File: src/rtl/dclim_pkg.sv
// shared types and constants for the drive current power limiter
`timescale 1ns / 1ps
package dclim_pkg;

	// item shape
	localparam int MOTOR_COUNT = 4;
	localparam int CUR_W       = 16;
	localparam int MAG_W       = 16;
	localparam int PWR_W       = 10;
	localparam int BUF_W       = 10;
	localparam int SUM_W       = MAG_W + $clog2(MOTOR_COUNT);

	// robot factor in units of 1/20, energy limit in units of 1/160
	localparam int F_W  = 7;
	localparam int L_W  = 21;
	localparam int FL_W = F_W + L_W;

	// scale = floor(F * L * 512 / (25 * sum)), clamped to one in Q1.16
	localparam int NUM_SHIFT = 9;
	localparam int NUM_W     = FL_W + NUM_SHIFT;
	localparam int DEN_W     = SUM_W + 5;
	localparam int DIV_STEPS = 16;
	localparam int SCALE_W   = DIV_STEPS + 1;
	localparam int PROD_W    = MAG_W + SCALE_W;

	// register stages: three front, one setup, quotient steps, scale, product, output
	localparam int LATENCY = 3 + 1 + DIV_STEPS + 3;

	localparam logic [PWR_W-1:0]   PWR_HIGH      = PWR_W'(100);
	localparam logic [PWR_W-1:0]   PWR_LOW       = PWR_W'(60);
	localparam logic [PWR_W-1:0]   PWR_OFFSET    = PWR_W'(20);
	localparam logic [F_W-1:0]     FACTOR_HIGH   = F_W'(80);
	localparam logic [F_W-1:0]     FACTOR_LOW    = F_W'(40);
	localparam logic [BUF_W-1:0]   BUF_FULL      = BUF_W'(800);
	localparam logic [BUF_W-1:0]   BUF_EMPTY     = BUF_W'(80);
	localparam logic [L_W-1:0]     LIMIT_FULL    = L_W'(8192 * 160);
	localparam logic [L_W-1:0]     ENERGY_SLOPE  = L_W'(1798);
	localparam logic [L_W-1:0]     ENERGY_OFFSET = L_W'(127680);
	localparam logic [DEN_W-1:0]   DEN_MULT      = DEN_W'(25);
	localparam logic [SCALE_W-1:0] SCALE_ONE     = SCALE_W'(65536);
	localparam logic [PWR_W-1:0]   PWR_RESET     = PWR_W'(60);

	typedef logic [NUM_W-1:0]   num_t;
	typedef logic [DEN_W-1:0]   den_t;
	typedef logic [SCALE_W-1:0] scale_t;

	// per-item data that rides along with the quotient
	typedef struct packed {
		logic [MOTOR_COUNT-1:0][MAG_W-1:0] mag;
		logic [MOTOR_COUNT-1:0]            neg;
	} side_t;

endpackage

File: src/rtl/dclim_div.sv
// pipelined restoring divider producing the clamped Q1.16 scale
`timescale 1ns / 1ps
module dclim_div (
	input  logic            clk,
	input  logic            arst_n,
	input  logic            in_valid,
	input  dclim_pkg::num_t num,
	input  dclim_pkg::den_t den,
	input  dclim_pkg::side_t side_in,
	output logic            out_valid,
	output dclim_pkg::scale_t scale,
	output dclim_pkg::side_t side_out
);
	import dclim_pkg::*;

	localparam int LO_W = DIV_STEPS;

	logic                   step_valid_s [0:DIV_STEPS];
	logic [DEN_W-1:0]       step_rem_s   [0:DIV_STEPS];
	logic [DEN_W-1:0]       step_den_s   [0:DIV_STEPS];
	logic [LO_W-1:0]        step_lo_s    [0:DIV_STEPS];
	logic [DIV_STEPS-1:0]   step_quo_s   [0:DIV_STEPS];
	logic                   step_sat_s   [0:DIV_STEPS];
	side_t                  step_side_s  [0:DIV_STEPS];

	logic                   out_valid_q;
	scale_t                 scale_q;
	side_t                  side_q;

	logic [NUM_W+DEN_W-1:0] den_wide;
	logic [NUM_W+DEN_W-1:0] num_wide;

	// saturation check: quotient reaches one when num >= den * 2^16
	assign den_wide = (NUM_W + DEN_W)'({den, {DIV_STEPS{1'b0}}});
	assign num_wide = (NUM_W + DEN_W)'(num);

	// setup stage valid
	always_ff @(posedge clk or negedge arst_n) begin
		if (!arst_n) begin
			step_valid_s[0] <= 1'b0;
		end else begin
			step_valid_s[0] <= in_valid;
		end
	end

	// setup stage payload: top bits of num seed the remainder
	always_ff @(posedge clk) begin
		step_sat_s[0]  <= num_wide >= den_wide;
		step_rem_s[0]  <= DEN_W'(num[NUM_W-1:LO_W]);
		step_lo_s[0]   <= num[LO_W-1:0];
		step_den_s[0]  <= den;
		step_quo_s[0]  <= '0;
		step_side_s[0] <= side_in;
	end

	// one quotient bit per stage
	for (genvar i = 0; i < DIV_STEPS; i++) begin : g_step
		logic [DEN_W:0] trial;
		logic           fits;

		assign trial = {step_rem_s[i], step_lo_s[i][LO_W-1-i]};
		assign fits  = trial >= {1'b0, step_den_s[i]};

		always_ff @(posedge clk or negedge arst_n) begin
			if (!arst_n) begin
				step_valid_s[i+1] <= 1'b0;
			end else begin
				step_valid_s[i+1] <= step_valid_s[i];
			end
		end

		always_ff @(posedge clk) begin
			step_rem_s[i+1]  <= fits ? DEN_W'(trial - {1'b0, step_den_s[i]})
			                         : DEN_W'(trial);
			step_quo_s[i+1]  <= {step_quo_s[i][DIV_STEPS-2:0], fits};
			step_lo_s[i+1]   <= step_lo_s[i];
			step_den_s[i+1]  <= step_den_s[i];
			step_sat_s[i+1]  <= step_sat_s[i];
			step_side_s[i+1] <= step_side_s[i];
		end
	end

	// clamp to one and register the scale
	always_ff @(posedge clk or negedge arst_n) begin
		if (!arst_n) begin
			out_valid_q <= 1'b0;
		end else begin
			out_valid_q <= step_valid_s[DIV_STEPS];
		end
	end

	always_ff @(posedge clk) begin
		scale_q <= step_sat_s[DIV_STEPS] ? SCALE_ONE
		                                 : {1'b0, step_quo_s[DIV_STEPS]};
		side_q  <= step_side_s[DIV_STEPS];
	end

	assign out_valid = out_valid_q;
	assign scale     = scale_q;
	assign side_out  = side_q;

endmodule

File: config.mk
export PLATFORM = sky130hd
export DESIGN_NAME = dclim_div
export DESIGN_NICKNAME = d
export VERILOG_FILES = /design/src/rtl/dclim_pkg.sv /design/src/rtl/dclim_div.sv
export SDC_FILE = /design/constraint.sdc
export NUM_CORES = 2
export LEC_CHECK = 0
export CAP_MARGIN = 10
export CORE_MARGIN = 2
export CORE_UTILIZATION = 54
export CTS_CLUSTER_DIAMETER = 60
export CTS_CLUSTER_SIZE = 20
export DETAILED_ROUTE_END_ITERATION = 8
export DONT_BUFFER_PORTS = 1
export GPL_TIMING_DRIVEN = 0
export PLACE_DENSITY = 0.81
export SYNTH_ARGS = -nofsm -noshare
export SYNTH_HDL_FRONTEND = slang
export SYNTH_SLANG_ARGS = --single-unit
File: constraint.sdc
create_clock -name clk -period 5 [get_ports clk]
set_clock_uncertainty 0.2 [all_clocks]
set_input_delay 1 -clock clk [delete_from_list [all_inputs] [get_ports clk]]
set_output_delay 1 -clock clk [all_outputs]
set_load 0.02 [all_outputs]
Yosys cells after proc, flatten, opt, wreduce, memory -nomap -nowiden
Memory sizes are Yosys's and may differ from the RTL's. A register that Yosys moved wholly into a read port is not among the register bits.
Index checks and enable logic that the tools add are counted.
{ "op_classes": {"n_addsub": 16, "order_cmp": 17, "n_mux": 17} }
{ "op_table": {"columns": ["cell", "count"], "rows": [
  ["24-bit by 23-bit greater-or-equal comparator with 1-bit output", 16],
  ["23-bit two-way mux", 16],
  ["23-bit subtractor", 16],
  ["37-bit by 39-bit greater-or-equal comparator with 1-bit output", 1],
  ["17-bit two-way mux", 1]
]} }
{ "totals": {"ram_bits": 2499, "n_memories": 6, "ff_bits": 35, "elab_cells": 76, "input_bits": 131} }
{ "mem_list": {"columns": ["name", "depth", "width", "read_ports", "rd_ports_with_merged_regs", "wr", "line", "rtl"], "rows": [
  ["step_side_s", 17, 68, 17, 1, 17, "dclim_div.sv:24", "side_t step_side_s [0:DIV_STEPS];"],
  ["step_den_s", 17, 23, 16, 0, 17, "dclim_div.sv:20", "logic [DEN_W-1:0] step_den_s [0:DIV_STEPS];"],
  ["step_rem_s", 17, 23, 16, 0, 17, "dclim_div.sv:19", "logic [DEN_W-1:0] step_rem_s [0:DIV_STEPS];"],
  ["step_lo_s", 17, 16, 16, 0, 17, "dclim_div.sv:21", "logic [LO_W-1:0] step_lo_s [0:DIV_STEPS];"],
  ["step_quo_s", 17, 16, 17, 0, 17, "dclim_div.sv:22", "logic [DIV_STEPS-1:0] step_quo_s [0:DIV_STEPS];"],
  ["step_sat_s", 17, 1, 17, 0, 17, "dclim_div.sv:23", "logic step_sat_s [0:DIV_STEPS];"]
]} }

Longest topological paths before layout
An unclocked memory read counts as a cell.
{ "logic_depth": {"ltp_word": 3, "mapped_depth": 15, "ltp_nobuf": 13} }

Worst setup path before layout
No wires, ideal clock.
{ "synth_timing": {"path_type": "reg2reg", "startpoint": "mem step_lo_s[0][210] in the netlist's numbering", "endpoint": "mem step_rem_s[0][337] in the netlist's numbering", "period_less_slack_ns": 3.144, "setup_time_ns": 0.121, "arrival_ns": 2.824, "n_path_buf": 2, "stages_incl_launch_ff": 16, "path_slack_ns": 1.856, "path_cell_list": "dfxtp_1 inv_1 ha_1 fa_1 nor2b_1 o2111ai_1 nand2_1 o41ai_2 o211ai_1 nand2_1 o21ai_1 a31oi_1 o21a_1 buf_2 buf_2 mux2_2"} }
{ "synth_lines": {"columns": ["item", "line"], "rows": [
  ["start: declaration", "dclim_div.sv:21"],
  ["end: declaration", "dclim_div.sv:19"]
]} }

==> key figures <==
Logic synthesis
  • Synth Net Count: 6189
  • Synth Instances: 5655
  • Register area share after synthesis: 0.673
  • Distinct cell type count after synthesis: 86
  • Async SR Flop Fraction: 0.00789
  • Synth Register Bits: 2282
  • Synth Warn #: 0
  • Mapped Avg Cell Area: around 12 µm²
  • Post-synth top area share: 0.666
  • Number of flops mapped to enable cells by yosys: 0
  • Synth Flop Type: dfxtp_1
  • Mapped cell area: 0.0680 mm²
  • Cell taking the most area after synthesis: dfxtp_1
  • Main area contributors after synthesis: dfxtp_1 (67%), ha_1 (7.1%), inv_1 (2.6%), a21oi_1 (2.4%), o21ai_0 (2.2%)

Die
  • Ports: 217
  • Die ar.: roughly 0.13 mm²
  • Core Box Area: 0.125 mm²
  • Starting Density: 0.543
  • Die Wd: 359 µm
  • Core Rows: 130
  • Chip Height: between 300 and 400 µm

Pwr
  • Flop pwr share: 0.448
  • Lkg Pwr: 34.1 nW
  • Max IR drop VDD: 0.463 mV
  • Switching share of power: 0.314
  • Clock power share: 0.255
  • Pwr Density: 650 mW/mm²
  • NetSw: 15.6 mW
  • Int Power: 34.1 mW
  • Combinational share of power: 0.297

Route
  • Final wirelength: 111000 µm
  • Routed Antenna Nets: 0
  • Number of detailed-route iterations in the first pass: 6
  • Via count: 38000
  • Routed len/inst: between 10 and 15 µm
  • DR iter-0 viols: 2048
  • Vias per cell: 4.95
  • Residual DRC: 0

CTS
  • CTS root buf: clkbuf_16
  • CTS tree: done
  • Latest clock arrival within the worst-skew pair: just under 800 ps
  • H-tree depth: 4
  • Post-CTS Hold Buffers: 130
  • Post-cts resize count: 0
  • Reg clk slew, reported paths: around 70 ps
  • Max Root-Sink Buffers: 3
  • CTS buffer count: about 160
  • Clock sinks: between 2000 and 2500
  • Post-CTS setup buffers: 0

STA
  • Worst slew pin tran: 1250 ps
  • Slew margin rel.: 0.156
  • Number of setup violations in the final report: 0
  • Max Freq: 0.237 GHz
  • Ratio of final minimum period to clock period: 0.844
  • Setup tns final: 0 ps
  • RSZ-0062 raised after global routing: false
  • Endpoints failing hold: 0
  • Final Critical Period: 4220 ps
  • Minimum hold slack: a little over 100 ps
  • Pins Over Slew Limit: 0

Critical path
  • CP Data Arrival Time: 4720 ps
  • CP Class: reg2reg
  • CP Data Required Time: 5500 ps
  • CP endpoint kind: flip-flop
  • Startpoint Class: flip-flop
  • CP Max Fanout: 10
  • Flop-to-flop setup slack: between 700 and 800 ps

GRT
  • Number of global-route vias before repair: 38300
  • Largest net degree at the start of global routing: 22
  • Busiest grt layer: met2
  • Congestion Overflow GR: 0
  • GRT Total Usage: 0.169
  • First-pass GRT wire length: 180000 µm
  • Initial antenna violation count: 0
  • Grt met2 use: 0.320
  • Met3 Use GR: 0.0325
  • Met1 Usage GRT: 0.176

Outcome
  • Status: completed

Place
  • Inst Count DP: between 7000 and 8000
  • Port-buffer cells: 0
  • Gp weighted congestion: 0.993
  • Final HPWL DP: 77300 µm

Min path
  • HP Class: reg2reg

Final layout
  • Commonest cells after routing, fill and taps aside: dfxtp_1 (2264), inv_1 (472), ha_1 (388)
  • Nets: 6477
  • Area delta synth->final: 12.3%
  • Leading cell type in the layout, fill and taps excluded: dfxtp_1
  • Finished Layout Cells: 7674
  • # diodes: 0
  • Layout cell share with drive strength beyond 1: 0.0644

Flow run
  • Maxcap violations: 0
[cells in the mapped netlist (47+ instances only)]
master    number
a21o_1       168
a21oi_1      330
clkbuf_1      50
dfxtp_1     2264
ha_1         388
inv_1        472
mux2_2        87
nand2_1      296
nand2b_1      62
nand3_1       47
nand4_1       56
nor2_1       236
nor2b_1       74
nor3_1        47
o21ai_0      299
xnor2_1      157
xor2_1       124
[critical path, cell delays in order, from the launching register on]
cell and delay [ps]:
dfxtp_1 340, inv_1 50, ha_1 330, nor2b_1 170, o21ai_0 260, a31oi_1 300
a41o_1 330, a21oi_1 260, o21ai_0 140, a211oi_1 530, clkbuf_1 510, clkbuf_1 530
nand2_1 100, o21ai_0 90
[area by class of cell]
cell class	count	area, µm²
plain buffers	76	375
clock buffers	172	4070
clock inverters	67	937
fillers	9527	49000
inverters	472	1770
multi-input cells	2825	20100
flip-flops and latches	2282	45800
well taps	1650	2060
repair buffers	130	1300
[kinds of logic (layout without fill, tap and decap cells)]
kind of cell    Yosys count  after routing  share of synthesized area
buf+inv                 548            917                     0.0316
mux                     102            102                     0.0170
simple gates            918            918                     0.0643
xor+xnor                281            281                     0.0362
flops                  2282           2282                      0.673
fa+ha+maj               403            403                     0.0758
compound gates         1121           1121                      0.103
[state kept, by name, summed over array words and instances (netlist names)]
name	flops
out_valid	1
scale	17
side_out	68
step_den_s	368
step_lo_s	136
step_quo_s	136
step_rem_s	366
step_sat_s	17
step_side_s	1156
step_valid_s	17
[power groups by stage]
stage | registers (mW) | clock network, mW | logic (mW)
floorplan | 22.3 | 0 | 11.6
global placement | 22.6 | 0 | 14.1
detailed placement | 22.7 | 0 | 14.4
CTS | 22.3 | 13.1 | 14.7
global route | 22.6 | 13.8 | 16.4
finish | 22.3 | 12.7 | 14.8
[routing by layer]
metal / up-vias / wire length [µm]
li1: 19500 / -
met1: 17400 / 43600
met2: 859 / 58100
met3: 314 / 4240
met4: 0 / 5080
met5: - / 0
[final timing paths]
path | from | end | depth (start not counted)
min in group asynchronous | arst_n | step_valid_s[3] | 1
min | step_side_s[7][1] | step_side_s[8][1] | 0
max in group asynchronous | arst_n | step_valid_s[0] | 1
min reg2reg | step_side_s[7][1] | step_side_s[8][1] | 0
max reg2reg | step_den_s[0][232] | step_rem_s[0][273] | 13
max | step_den_s[0][232] | step_rem_s[0][273] | 13
[metrics by stage]
stage | cell area (µm²) | utilization | power [mW] | worst slack (ps)
after floorplan | 68000 | - | 33.9 | 1860
after global placement | 70100 | 0.559 | 36.7 | 515
after detailed placement | 70100 | 0.559 | 37.1 | 469
after CTS | 76400 | 0.609 | 50.0 | 738
after global routing | 76400 | 0.609 | 52.7 | 519
final | 76400 | 0.609 | 49.7 | 781
No activity file was read; power rests on OpenSTA's default activity.
